===== src/rtl/core/sccb_pkg.sv =====
// ----------------------------------------------------------------------------
// SCCB register access master package
// Item types, phase codes, bus level tables and configuration indexes.
// ----------------------------------------------------------------------------
`default_nettype none

package sccb_pkg;

    // Input item: one clock tick of the bus sequencer
    typedef struct packed {
        logic       start_request;
        logic       opcode;
        logic [7:0] reg_address;
        logic [7:0] write_data;
        logic       sda_sample;
    } in_item_t;

    // Result item: bus levels and status for the same tick
    typedef struct packed {
        logic       scl_level;
        logic       sda_level;
        logic       busy_res;
        logic       done_res;
        logic       success;
        logic [7:0] read_data;
    } out_item_t;

    typedef logic [5:0] phase_t;

    // Configuration port
    localparam int CFG_INDEX_WIDTH = 1;
    localparam int CFG_DATA_WIDTH  = 16;
    localparam logic [CFG_INDEX_WIDTH-1:0] CFG_DEVICE_ADDRESS = 1'b0;
    localparam logic [CFG_INDEX_WIDTH-1:0] CFG_PHASE_TICKS    = 1'b1;

    localparam logic [6:0]  DEVICE_ADDRESS_RESET = 7'd33;
    localparam logic [15:0] PHASE_TICKS_RESET    = 16'd250;

    localparam logic OPCODE_WRITE = 1'b0;
    localparam logic OPCODE_READ  = 1'b1;

    // Sequence phases; unnamed codes sit between these and step by one
    localparam phase_t PH_IDLE  = 6'd0;
    localparam phase_t PH_ST0   = 6'd1;
    localparam phase_t PH_ST3   = 6'd4;
    localparam phase_t PH_WB0   = 6'd5;
    localparam phase_t PH_WB2   = 6'd7;
    localparam phase_t PH_AK0   = 6'd8;
    localparam phase_t PH_AK4   = 6'd12;
    localparam phase_t PH_AK5   = 6'd13;
    localparam phase_t PH_AKF   = 6'd14;
    localparam phase_t PH_GAP   = 6'd15;
    localparam phase_t PH_SP0   = 6'd16;
    localparam phase_t PH_SP2   = 6'd18;
    localparam phase_t PH_FS0   = 6'd19;
    localparam phase_t PH_FS2   = 6'd21;
    localparam phase_t PH_WT0   = 6'd22;
    localparam phase_t PH_WT2   = 6'd24;
    localparam phase_t PH_RB0   = 6'd25;
    localparam phase_t PH_RB3   = 6'd28;
    localparam phase_t PH_NA0   = 6'd29;
    localparam phase_t PH_NA4   = 6'd33;
    localparam phase_t PH_COUNT = 6'd34;

    // Bus levels per phase, bit n belongs to phase n
    localparam logic [33:0] SCL_TABLE = 34'b00_1001_1101_1111_0110_0001_1100_0100_1111;
    localparam logic [33:0] SDA_TABLE = 34'b01_1111_1111_1110_0100_1111_1111_0000_0111;

    localparam logic [3:0] BITS_PER_BYTE = 4'd8;

    localparam logic [2:0] BYTE_DEVICE   = 3'd0;
    localparam logic [2:0] BYTE_REGISTER = 3'd1;
    localparam logic [2:0] BYTE_PAYLOAD  = 3'd2;
    localparam logic [2:0] BYTE_READING  = 3'd3;

endpackage : sccb_pkg

`default_nettype wire


===== src/rtl/core/sccb_register_access_master.sv =====
// ----------------------------------------------------------------------------
// SCCB register access master
// Results: one result item per input item, registered and valid in the cycle after accept.
// Throughput: one input item per cycle while the result register is empty or out_ready
// is high; the phase sequencer and its tick counter advance once per accepted item.
// Reset: sequencer idle, counters clear, device address 33, phase length 250;
// the result register is empty after reset.
// ----------------------------------------------------------------------------
`default_nettype none

module sccb_register_access_master
    import sccb_pkg::*;
(
    input  wire logic                       clk,
    input  wire logic                       rst_n,

    input  wire logic                       in_valid,
    output      logic                       in_ready,
    input  wire in_item_t                   in_data,

    output      logic                       out_valid,
    input  wire logic                       out_ready,
    output      out_item_t                  out_data,

    input  wire logic                       cfg_valid,
    output      logic                       cfg_ready,
    input  wire logic [CFG_INDEX_WIDTH-1:0] cfg_index,
    input  wire logic [CFG_DATA_WIDTH-1:0]  cfg_data
);

    // Configuration registers
    logic [6:0]  device_address_reg;
    logic [15:0] phase_ticks_reg;

    // Sequencer state
    phase_t      phase_reg,    phase_next;
    logic [3:0]  bit_count_reg, bit_count_next;
    logic [2:0]  byte_index_reg, byte_index_next;
    logic [7:0]  shift_byte_reg, shift_byte_next;
    logic [15:0] tick_count_reg, tick_count_next;
    logic        req_opcode_reg, req_opcode_next;
    logic [7:0]  req_reg_addr_reg, req_reg_addr_next;
    logic [7:0]  req_wdata_reg, req_wdata_next;

    // Result register
    logic        res_valid_reg;
    out_item_t   res_item_reg;
    out_item_t   res_item_next;

    logic        in_accept;
    logic [16:0] tick_plus;
    logic [16:0] phase_len;
    logic        phase_end;
    logic        is_read;
    logic [7:0]  addr_byte;

    assign cfg_ready = 1'b1;
    assign in_ready  = !res_valid_reg || out_ready;
    assign in_accept = in_valid && in_ready;
    assign out_valid = res_valid_reg;
    assign out_data  = res_item_reg;

    // Phase timing, zero length acts as one tick
    assign tick_plus = {1'b0, tick_count_reg} + 17'd1;
    assign phase_len = (phase_ticks_reg == 16'd0) ? 17'd1 : {1'b0, phase_ticks_reg};
    assign phase_end = tick_plus >= phase_len;
    assign is_read   = req_opcode_reg == OPCODE_READ;
    assign addr_byte = {device_address_reg, 1'b0};

    // Sequencer next state and result for one tick
    always_comb
    begin
        logic [2:0] load_index;
        logic       load_now;

        phase_next        = phase_reg;
        bit_count_next    = bit_count_reg;
        byte_index_next   = byte_index_reg;
        shift_byte_next   = shift_byte_reg;
        tick_count_next   = tick_count_reg;
        req_opcode_next   = req_opcode_reg;
        req_reg_addr_next = req_reg_addr_reg;
        req_wdata_next    = req_wdata_reg;
        load_index        = byte_index_reg;
        load_now          = 1'b0;

        res_item_next = '{scl_level: 1'b1, sda_level: 1'b1, busy_res: 1'b0,
                          done_res: 1'b0, success: 1'b0, read_data: 8'd0};

        if (phase_reg == PH_IDLE || phase_reg >= PH_COUNT)
        begin
            phase_next = PH_IDLE;
            if (in_data.start_request)
            begin
                req_opcode_next   = in_data.opcode;
                req_reg_addr_next = in_data.reg_address;
                req_wdata_next    = in_data.write_data;
                byte_index_next   = BYTE_DEVICE;
                bit_count_next    = 4'd0;
                shift_byte_next   = 8'd0;
                tick_count_next   = 16'd0;
                phase_next        = PH_ST0;
            end
        end
        else
        begin
            res_item_next.busy_res  = 1'b1;
            res_item_next.scl_level = SCL_TABLE[phase_reg];
            if (phase_reg >= PH_WB0 && phase_reg <= PH_WB2)
            begin
                res_item_next.sda_level = shift_byte_reg[7];
            end
            else
            begin
                res_item_next.sda_level = SDA_TABLE[phase_reg];
            end

            if (!phase_end)
            begin
                tick_count_next = tick_count_reg + 16'd1;
            end
            else
            begin
                tick_count_next = 16'd0;
                case (phase_reg)
                    PH_ST3:
                    begin
                        load_now = 1'b1;
                    end
                    PH_WB2:
                    begin
                        shift_byte_next = {shift_byte_reg[6:0], 1'b0};
                        bit_count_next  = bit_count_reg + 4'd1;
                        phase_next = (bit_count_next >= BITS_PER_BYTE) ? PH_AK0 : PH_WB0;
                    end
                    PH_AK4:
                    begin
                        // line high here means no acknowledge
                        phase_next = in_data.sda_sample ? PH_AKF : PH_AK5;
                    end
                    PH_AK5:
                    begin
                        phase_next = (!is_read && byte_index_reg >= BYTE_PAYLOAD)
                                     ? PH_SP0 : PH_GAP;
                    end
                    PH_AKF:
                    begin
                        phase_next = PH_FS0;
                    end
                    PH_GAP:
                    begin
                        if (is_read && byte_index_reg == BYTE_REGISTER)
                        begin
                            phase_next = PH_SP0;
                        end
                        else if (is_read && byte_index_reg >= BYTE_PAYLOAD)
                        begin
                            byte_index_next = BYTE_READING;
                            shift_byte_next = 8'd0;
                            bit_count_next  = 4'd0;
                            phase_next      = PH_RB0;
                        end
                        else
                        begin
                            byte_index_next = byte_index_reg + 3'd1;
                            load_index      = byte_index_next;
                            load_now        = 1'b1;
                        end
                    end
                    PH_SP2:
                    begin
                        if (is_read && byte_index_reg == BYTE_REGISTER)
                        begin
                            phase_next = PH_WT0;
                        end
                        else
                        begin
                            phase_next              = PH_IDLE;
                            res_item_next.done_res  = 1'b1;
                            res_item_next.success   = 1'b1;
                            res_item_next.read_data = is_read ? shift_byte_reg : 8'd0;
                        end
                    end
                    PH_FS2:
                    begin
                        phase_next             = PH_IDLE;
                        res_item_next.done_res = 1'b1;
                    end
                    PH_WT2:
                    begin
                        byte_index_next = BYTE_PAYLOAD;
                        phase_next      = PH_ST0;
                    end
                    PH_RB3:
                    begin
                        shift_byte_next = {shift_byte_reg[6:0], in_data.sda_sample};
                        bit_count_next  = bit_count_reg + 4'd1;
                        phase_next = (bit_count_next >= BITS_PER_BYTE) ? PH_NA0 : PH_RB0;
                    end
                    PH_NA4:
                    begin
                        phase_next = PH_SP0;
                    end
                    default:
                    begin
                        phase_next = phase_reg + 6'd1;
                    end
                endcase

                // Load the next byte to send
                if (load_now)
                begin
                    case (load_index)
                        BYTE_DEVICE:   shift_byte_next = addr_byte;
                        BYTE_REGISTER: shift_byte_next = req_reg_addr_reg;
                        default:
                        begin
                            shift_byte_next = is_read ? (addr_byte | 8'd1) : req_wdata_reg;
                        end
                    endcase
                    bit_count_next = 4'd0;
                    phase_next     = PH_WB0;
                end
            end
        end
    end

    // Configuration registers
    always_ff @(posedge clk or negedge rst_n)
    begin
        if (!rst_n)
        begin
            device_address_reg <= DEVICE_ADDRESS_RESET;
            phase_ticks_reg    <= PHASE_TICKS_RESET;
        end
        else if (cfg_valid && cfg_ready)
        begin
            case (cfg_index)
                CFG_DEVICE_ADDRESS: device_address_reg <= cfg_data[6:0];
                CFG_PHASE_TICKS:    phase_ticks_reg    <= cfg_data;
                default:            ;
            endcase
        end
    end

    // Sequencer state, advances once per accepted item
    always_ff @(posedge clk or negedge rst_n)
    begin
        if (!rst_n)
        begin
            phase_reg        <= PH_IDLE;
            bit_count_reg    <= 4'd0;
            byte_index_reg   <= 3'd0;
            shift_byte_reg   <= 8'd0;
            tick_count_reg   <= 16'd0;
            req_opcode_reg   <= 1'b0;
            req_reg_addr_reg <= 8'd0;
            req_wdata_reg    <= 8'd0;
        end
        else if (in_accept)
        begin
            phase_reg        <= phase_next;
            bit_count_reg    <= bit_count_next;
            byte_index_reg   <= byte_index_next;
            shift_byte_reg   <= shift_byte_next;
            tick_count_reg   <= tick_count_next;
            req_opcode_reg   <= req_opcode_next;
            req_reg_addr_reg <= req_reg_addr_next;
            req_wdata_reg    <= req_wdata_next;
        end
    end

    // Result register valid
    always_ff @(posedge clk or negedge rst_n)
    begin
        if (!rst_n)
        begin
            res_valid_reg <= 1'b0;
        end
        else if (in_accept)
        begin
            res_valid_reg <= 1'b1;
        end
        else if (out_ready)
        begin
            res_valid_reg <= 1'b0;
        end
    end

    // Result payload
    always_ff @(posedge clk)
    begin
        if (in_accept)
        begin
            res_item_reg <= res_item_next;
        end
    end

endmodule : sccb_register_access_master

`default_nettype wire


===== config.mk =====
export PLATFORM = sky130hd
export DESIGN_NAME = sccb_register_access_master
export DESIGN_NICKNAME = d
export VERILOG_FILES = /design/src/rtl/core/sccb_pkg.sv /design/src/rtl/core/sccb_register_access_master.sv
export SDC_FILE = /design/constraint.sdc
export NUM_CORES = 1
export LEC_CHECK = 0
export ABC_AREA = 1
export BUFFER_PORTS_ARGS = -buffer_cell sky130_fd_sc_hd__buf_4
export CAP_MARGIN = 20
export CORE_MARGIN = 2
export CORE_UTILIZATION = 54
export DETAILED_ROUTE_END_ITERATION = 10
export PLACE_DENSITY = 0.76
export SETUP_SLACK_MARGIN = 0.02
export SLEW_MARGIN = 20
export SYNTH_ARGS = -nofsm -noshare
export SYNTH_HDL_FRONTEND = slang
export SYNTH_SLANG_ARGS = --single-unit

===== constraint.sdc =====
create_clock -name clk -period 2.7 [get_ports clk]
set_input_delay 0.135 -clock clk [delete_from_list [all_inputs] [get_ports clk]]
set_output_delay 0.135 -clock clk [all_outputs]
set_load 0.03 [all_outputs]

==> reports/qor.yml, run 1 <==
clock_sinks: 91
wl_per_cell_um: 16.5
worst_pin_slew_ns: 0.853
drt_pass1_iterations: 6
critPathKind: "flip-flop to flip-flop"
hpwl_um: 10200
crit_top_cell: "nor2_4"
cp.depth: 16
hp-class: "input port to flip-flop"
globalplace.congestion: 0.973
ys_ff_latch: 91
power.density_mw_per_mm2: 950
drt_iter0_markers: 475
worst_setup_path_start_kind: "flip-flop"
clock_skew_ns: 0.00668
synth_edf_count: 13
antenna_cells: 0
hold_violations: 0
sw_frac_of_total_pct: 44.9
cp_num_buf_inv: 3
drv_cap: 0
synth_nets: 770
path_max_fanout: 9
max_stage_delay_ns: 0.39
yosysTopAreaCellShare_pct: 31.1
slew_headroom_pct: 43.0
crit_chain: "ha_2, nand3_4, nor2_4, buf_4, xor2_1, ha_1, a21oi_1, o21ai_0, nor2_1, nor2_2, nor2_4, nand4_4, buf_12, clkbuf_16, nand4_1, nand2_1"
violations: "negative setup slack"
status: "finished with violations"
synth.yosys.seq_area_share_pct: 41.8
p_leak_nw: 3.51
seq_power_share_pct: 29.9
drc: 0
synthCells: 701
clock_latency_ns: 0.36
core_mm2: 0.0102
post-route-period-util_pct: 104
holdWs_ns: 0.0101
cts_tree: "built"
rsz0062_at_grt: "true"
via_count: 5368
grt_pass1_vias: 5037
cts_buffer_depth: 2
final_layout_size_suffix_gt1_share_pct: 29.5
final_antenna_net_count: 0
portBuffers: 55
max_freq_ghz: 0.357
min_path_cells: 3
cp_slowest_cell: "dfrtp_1"
total_power_mw: 6.97
viasPerCell: 5.66
final.min_clock_period_ns: 2.80
grt_antenna_before_repair: 0
root_buffer: "clkbuf_8"
grt_max_degree: 79
clkSlewWorstSetupHoldPaths_ns: 0.09
tns_ns: -2.43
yosys_most_used_dff: "dfrtp_1"
maxSlewViolCount: 0
netlist_area_mm2: 0.00563
synth.distinct_cells: 53
grt_usage_pct: 26.7
rows: 37
synthTopCellsByArea: "dfrtp_1 (31%), nand2_1 (10%), inv_1 (7.1%)"
syn_avg_cell_area_um2: 8.03
p_clk_share_pct: 12.1
dieArea_mm2: 0.0113
critPathCaptureType: "flip-flop"
p_int_mw: 3.83
finalSetupViolations: 43
layout-area-overhead-vs-synth_pct: 30.2
nFillCells: 750
cp_top_family: "simple AND/OR/NAND/NOR gates"
numCtsBuffers: 9
ir_drop_v: 0.000584
power_switching_mw: 3.13
critPathArrivalTime_ns: 3.06
required_ns: 2.96
h-tree-depth: 3
drt-total-wl_um: 15600
synth_top_area_cell: "dfrtp_1"
die_h_um: 106
grt_pass1_wl_um: 24200
comb_power_share_pct: 58.0
grt-ovfl-total: 0
initial_core_util_pct: 55.0
synth-async-reset-ratio_pct: 85.7
io_pins: 57
die_w_um: 106
yosys_warnings: 0
timing.final.ws_setup_ns: -0.103
ff2ff_path_depth: 16
final_net_count: 877
## layout by cell type, fill, tap and decap left out, types with 11 or more instances in the layout
cell           synthesis  layout
a21oi_1               30      27
buf_4                  7      93
dfrtp_1               70      70
dlygate4sd3_1          0      14
edfxtp_1              13      13
ha_1                  28      20
inv_1                106     100
inv_2                  5      11
mux2_2                16      16
nand2_1              157     149
nand3_1               42      35
nand4_1               25      25
nor2_1                47      36
o21ai_0               37      27
o22ai_2                0      11
## cells in the mapped netlist, types with 13 or more instances
library cell	n
o21ai_0	37
nand3_1	42
mux2_2	16
o22ai_1	17
inv_1	106
dfrtp_1	70
ha_1	28
a21oi_1	30
nand4_1	25
nand2_1	157
edfxtp_1	13
nor2_1	47
## final timing paths
| kind | from | to | slack, ns |
|---|---|---|---|
| setup / recovery | tick_count_reg[0] | bit_count_reg[2] | -0.10 |
| hold / removal | cfg_data[7] | phase_ticks_reg[7] | 0.01 |
| setup reg to reg | tick_count_reg[0] | bit_count_reg[2] | -0.10 |
| min in group asynchronous | rst_n | shift_byte_reg[2] | 0.25 |
| max in group asynchronous | rst_n | phase_ticks_reg[7] | 1.80 |
| hold reg to reg | device_address_reg[2] | device_address_reg[2] | 0.50 |
## power groups by stage
stage / Sequential (mW) / Combinational, mW / Clock [mW]
2_1_floorplan: 2.05 / 2.07 / 0
3_3_place_gp: 2.07 / 2.97 / 0
3_5_place_dp: 2.08 / 3.05 / 0
6_report: 2.08 / 4.04 / 0.841
5_1_grt: 2.12 / 4.40 / 0.912
4_1_cts: 2.06 / 3.17 / 0.845
## logic make-up (layout without fill, tap and decap cells)
group | count (synthesis) | count (layout) | share of synthesized area [%]
AO/OA/AOI/OAI | 106 | 106 | 11.5
XOR/XNOR | 14 | 14 | 2.18
adder cells (fa/ha/maj) | 28 | 28 | 6.22
buffers and inverters | 134 | 244 | 9.69
flip-flops | 91 | 91 | 41.8
multiplexers | 16 | 16 | 3.20
other | 1 | 1 | 0.0666
AND/OR/NAND/NOR | 311 | 313 | 25.4
## metrics by stage
stage	std cells	setup slack [ns]	util, %	instance area (um^2)
finish	949	-0.103	71.7	7330
global route	949	-0.253	71.7	7330
CTS	937	0.0210	66.4	6790
detailed placement	910	-0.244	62.8	6420
global placement	910	-0.0976	62.8	6420
floorplan	701	0.0720	-	5640
## routing by layer
layer | vias to the layer above | share of wire [%] | track usage [%]
met5 | - | 0 | 0
met4 | 0 | 2.5 | 8.36
met3 | 39 | 6.7 | 3.99
met2 | 251 | 49 | 43.5
met1 | 2545 | 42 | 36.8
li1 | 2533 | - | -
## tightest hold or removal path: cells and delay by family
family | cells | cell delay (ns)
compound gates | 1 | 0.04
simple gates | 1 | 0.09
buf+inv | 1 | 0.11
## final cells by class
type,instances,area [um^2],area share (%)
inverter,112,423,5.77
clock buffer,9,124,1.69
clock inverter,7,43.8,0.597
tap,136,170,2.32
sequential,91,2350,32.1
timing repair buffer,116,1020,13.9
multi-input combinational,478,3200,43.6
## what timing repair did
action | CTS | global route
hold buffers | 10 | 4
cloned | 0 | 4
gates resized for setup | 22 | 79
hold endpoints to repair | 79 | 4
setup buffers | 1 | 3
setup endpoints to repair | 46 | 47
pin swaps | 6 | 29
No activity file was read; power rests on OpenSTA's default activity.
==> inputs of run 2 (changes only) <==
CORE_UTILIZATION = 30   (was 54)
PLACE_DENSITY = 0.47   (was 0.76)
==> reports/qor.yml, run 2 (synthesis gave the netlist of run 1 again) <==
dieArea_mm2: 0.0199
grt_pass1_vias: 5223
antenna_cells: 0
grt_max_degree: 79
drt_iter0_markers: 261
viasPerCell: 4.81
reg2reg_from: "tick_count_reg[0]"
p_leak_nw: 3.61
globalplace.congestion: 0.899
drv_cap: 0
final_antenna_net_count: 0
via_count: 5021
cp_slowest_cell: "dfrtp_1"
cp_num_buf_inv: 4
cts_tree: "built"
status: "finished with violations"
nFillCells: 1898
crit_chain: "buf_6, inv_4, nor3_4, buf_6, nand4_1, xor2_2, ha_4, nand4_1, nor4_2, nand2_2, nand4_4, nand3_4, buf_8, nand2_2, nand2_1"
grt_antenna_before_repair: 0
drt_pass1_iterations: 5
io_pins: 57
power.density_mw_per_mm2: 979
finalSetupViolations: 43
drc: 0
core_mm2: 0.0186
layoutNonFillerInstCount: 1043
p_clk_share_pct: 18.6
power_switching_mw: 3.06
final_cell_mix: "nand2_1 (133), inv_1 (102), buf_4 (97), dfrtp_1 (70)"
worst_pin_slew_ns: 0.904
reg2reg_to: "shift_byte_reg[2]"
required_ns: 2.94
clock_latency_ns: 0.35
total_power_mw: 7.31
p_int_mw: 4.25
wl_per_cell_um: 14.3
timing.final.ws_setup_ns: -0.131
comb_power_share_pct: 52.8
sw_frac_of_total_pct: 41.8
grt_usage_pct: 15.6
die_w_um: 141
numCtsBuffers: 9
die_h_um: 141
r2r_slack_ns: -0.13
post-route-period-util_pct: 105
worst_setup_path_start_kind: "flip-flop"
portBuffers: 55
root_buffer: "clkbuf_16"
dp_slack_ns: -0.301
hold_violations: 0
holdWs_ns: 0.0190
critPathCaptureType: "flip-flop"
hp-class: "input port to flip-flop"
ir_drop_v: 0.000403
drt-total-wl_um: 14900
initial_core_util_pct: 30.3
layout-area-overhead-vs-synth_pct: 32.6
final.min_clock_period_ns: 2.83
rsz0062_at_grt: "true"
final_common_cell: "nand2_1"
clock_skew_ns: 0.00648
cts_buffer_depth: 2
violations: "negative setup slack"
rows: 50
final_area_mm2: 0.00747
seq_power_share_pct: 28.6
h-tree-depth: 3
min_path_cells: 2
grt-ovfl-total: 0
clock_sinks: 91
hold_start: "in_data[13]"
final_net_count: 873
cp_top_family: "simple AND/OR/NAND/NOR gates"
place_area_mm2: 0.00657
placed_cells: 1012
path_max_fanout: 8
maxSlewViolCount: 0
critPathArrivalTime_ns: 3.07
hpwl_um: 11000
slew_headroom_pct: 39.6
clkSlewWorstSetupHoldPaths_ns: 0.07
final_layout_size_suffix_gt1_share_pct: 31.1
critPathKind: "flip-flop to flip-flop"
max_stage_delay_ns: 0.37
ff2ff_path_depth: 15
max_freq_ghz: 0.353
grt_pass1_wl_um: 25100
worstHoldEndpoint: "req_reg_addr_reg[4]"
run 2: changes by cell type in the layout (fill, tap and decap cells not counted), moves of 5 or more:
cell	delta
nand2_2	+16
clkbuf_8	-7
ha_1	+5
buf_6	+9
nand2_1	-16
clkbuf_16	+7
ha_4	-5
dlygate4sd3_1	-12
run 2: final cells by class:
| class | instances | area [um^2] | area share (%) |
|---|---|---|---|
| clock inverter | 5 | 65.1 | 0.871 |
| multi-input combinational | 476 | 3120 | 41.8 |
| sequential | 91 | 2350 | 31.5 |
| timing repair buffer | 114 | 956 | 12.8 |
| inverter | 112 | 428 | 5.73 |
| tap | 234 | 293 | 3.92 |
| clock buffer | 11 | 253 | 3.39 |
run 2: through the flow:
stage	setup TNS (ns)	utilization, %
final	-4.04	40.2
after global routing	-11.97	40.2
after CTS	-3.68	39.3
after detailed placement	-8.24	35.4
after global placement	-4.85	35.4
after floorplan	0	-
run 2: power by group through the flow:
| stage | sequential [mW] | combinational [mW] | clock, mW |
|---|---|---|---|
| 5_1_grt | 2.14 | 4.25 | 1.46 |
| 4_1_cts | 2.09 | 3.73 | 1.41 |
| 2_1_floorplan | 2.05 | 2.07 | 0 |
| 3_3_place_gp | 2.10 | 3.14 | 0 |
| 3_5_place_dp | 2.10 | 3.15 | 0 |
| 6_report | 2.09 | 3.86 | 1.36 |
run 2: per-layer routing:
layer | routed length (um) | GRT usage (%) | share of wire [%]
met1 | 6770 | 19.6 | 45
met4 | 245 | 4.21 | 1.6
met3 | 495 | 3.50 | 3.3
met5 | 0 | 0 | 0
met2 | 7400 | 27.1 | 50
run 2: what timing repair did:
item,4_1_cts,5_1_grt
gates resized for setup,72,43
endpoints found under the setup margin,47,47
setup buffers,7,5
pin swaps,28,9
hold buffers,2,0
endpoints found under the hold margin,7,0
cloned,2,0
run 2: how the worst max path moves through the flow:
| stage | from | depth (start not counted) | endpoint | slack [ns] |
|---|---|---|---|---|
| after global routing | tick_count_reg[4] | 15 | shift_byte_reg[4] | -0.31 |
| final | tick_count_reg[0] | 15 | shift_byte_reg[2] | -0.13 |
| after global placement | tick_count_reg[0] | 14 | tick_count_reg[8] | -0.21 |
| after CTS | tick_count_reg[0] | 16 | shift_byte_reg[6] | -0.13 |
| after detailed placement | tick_count_reg[0] | 15 | out_data[3] | -0.30 |
| after floorplan | tick_count_reg[0] | 17 | out_data[0] | 0.07 |
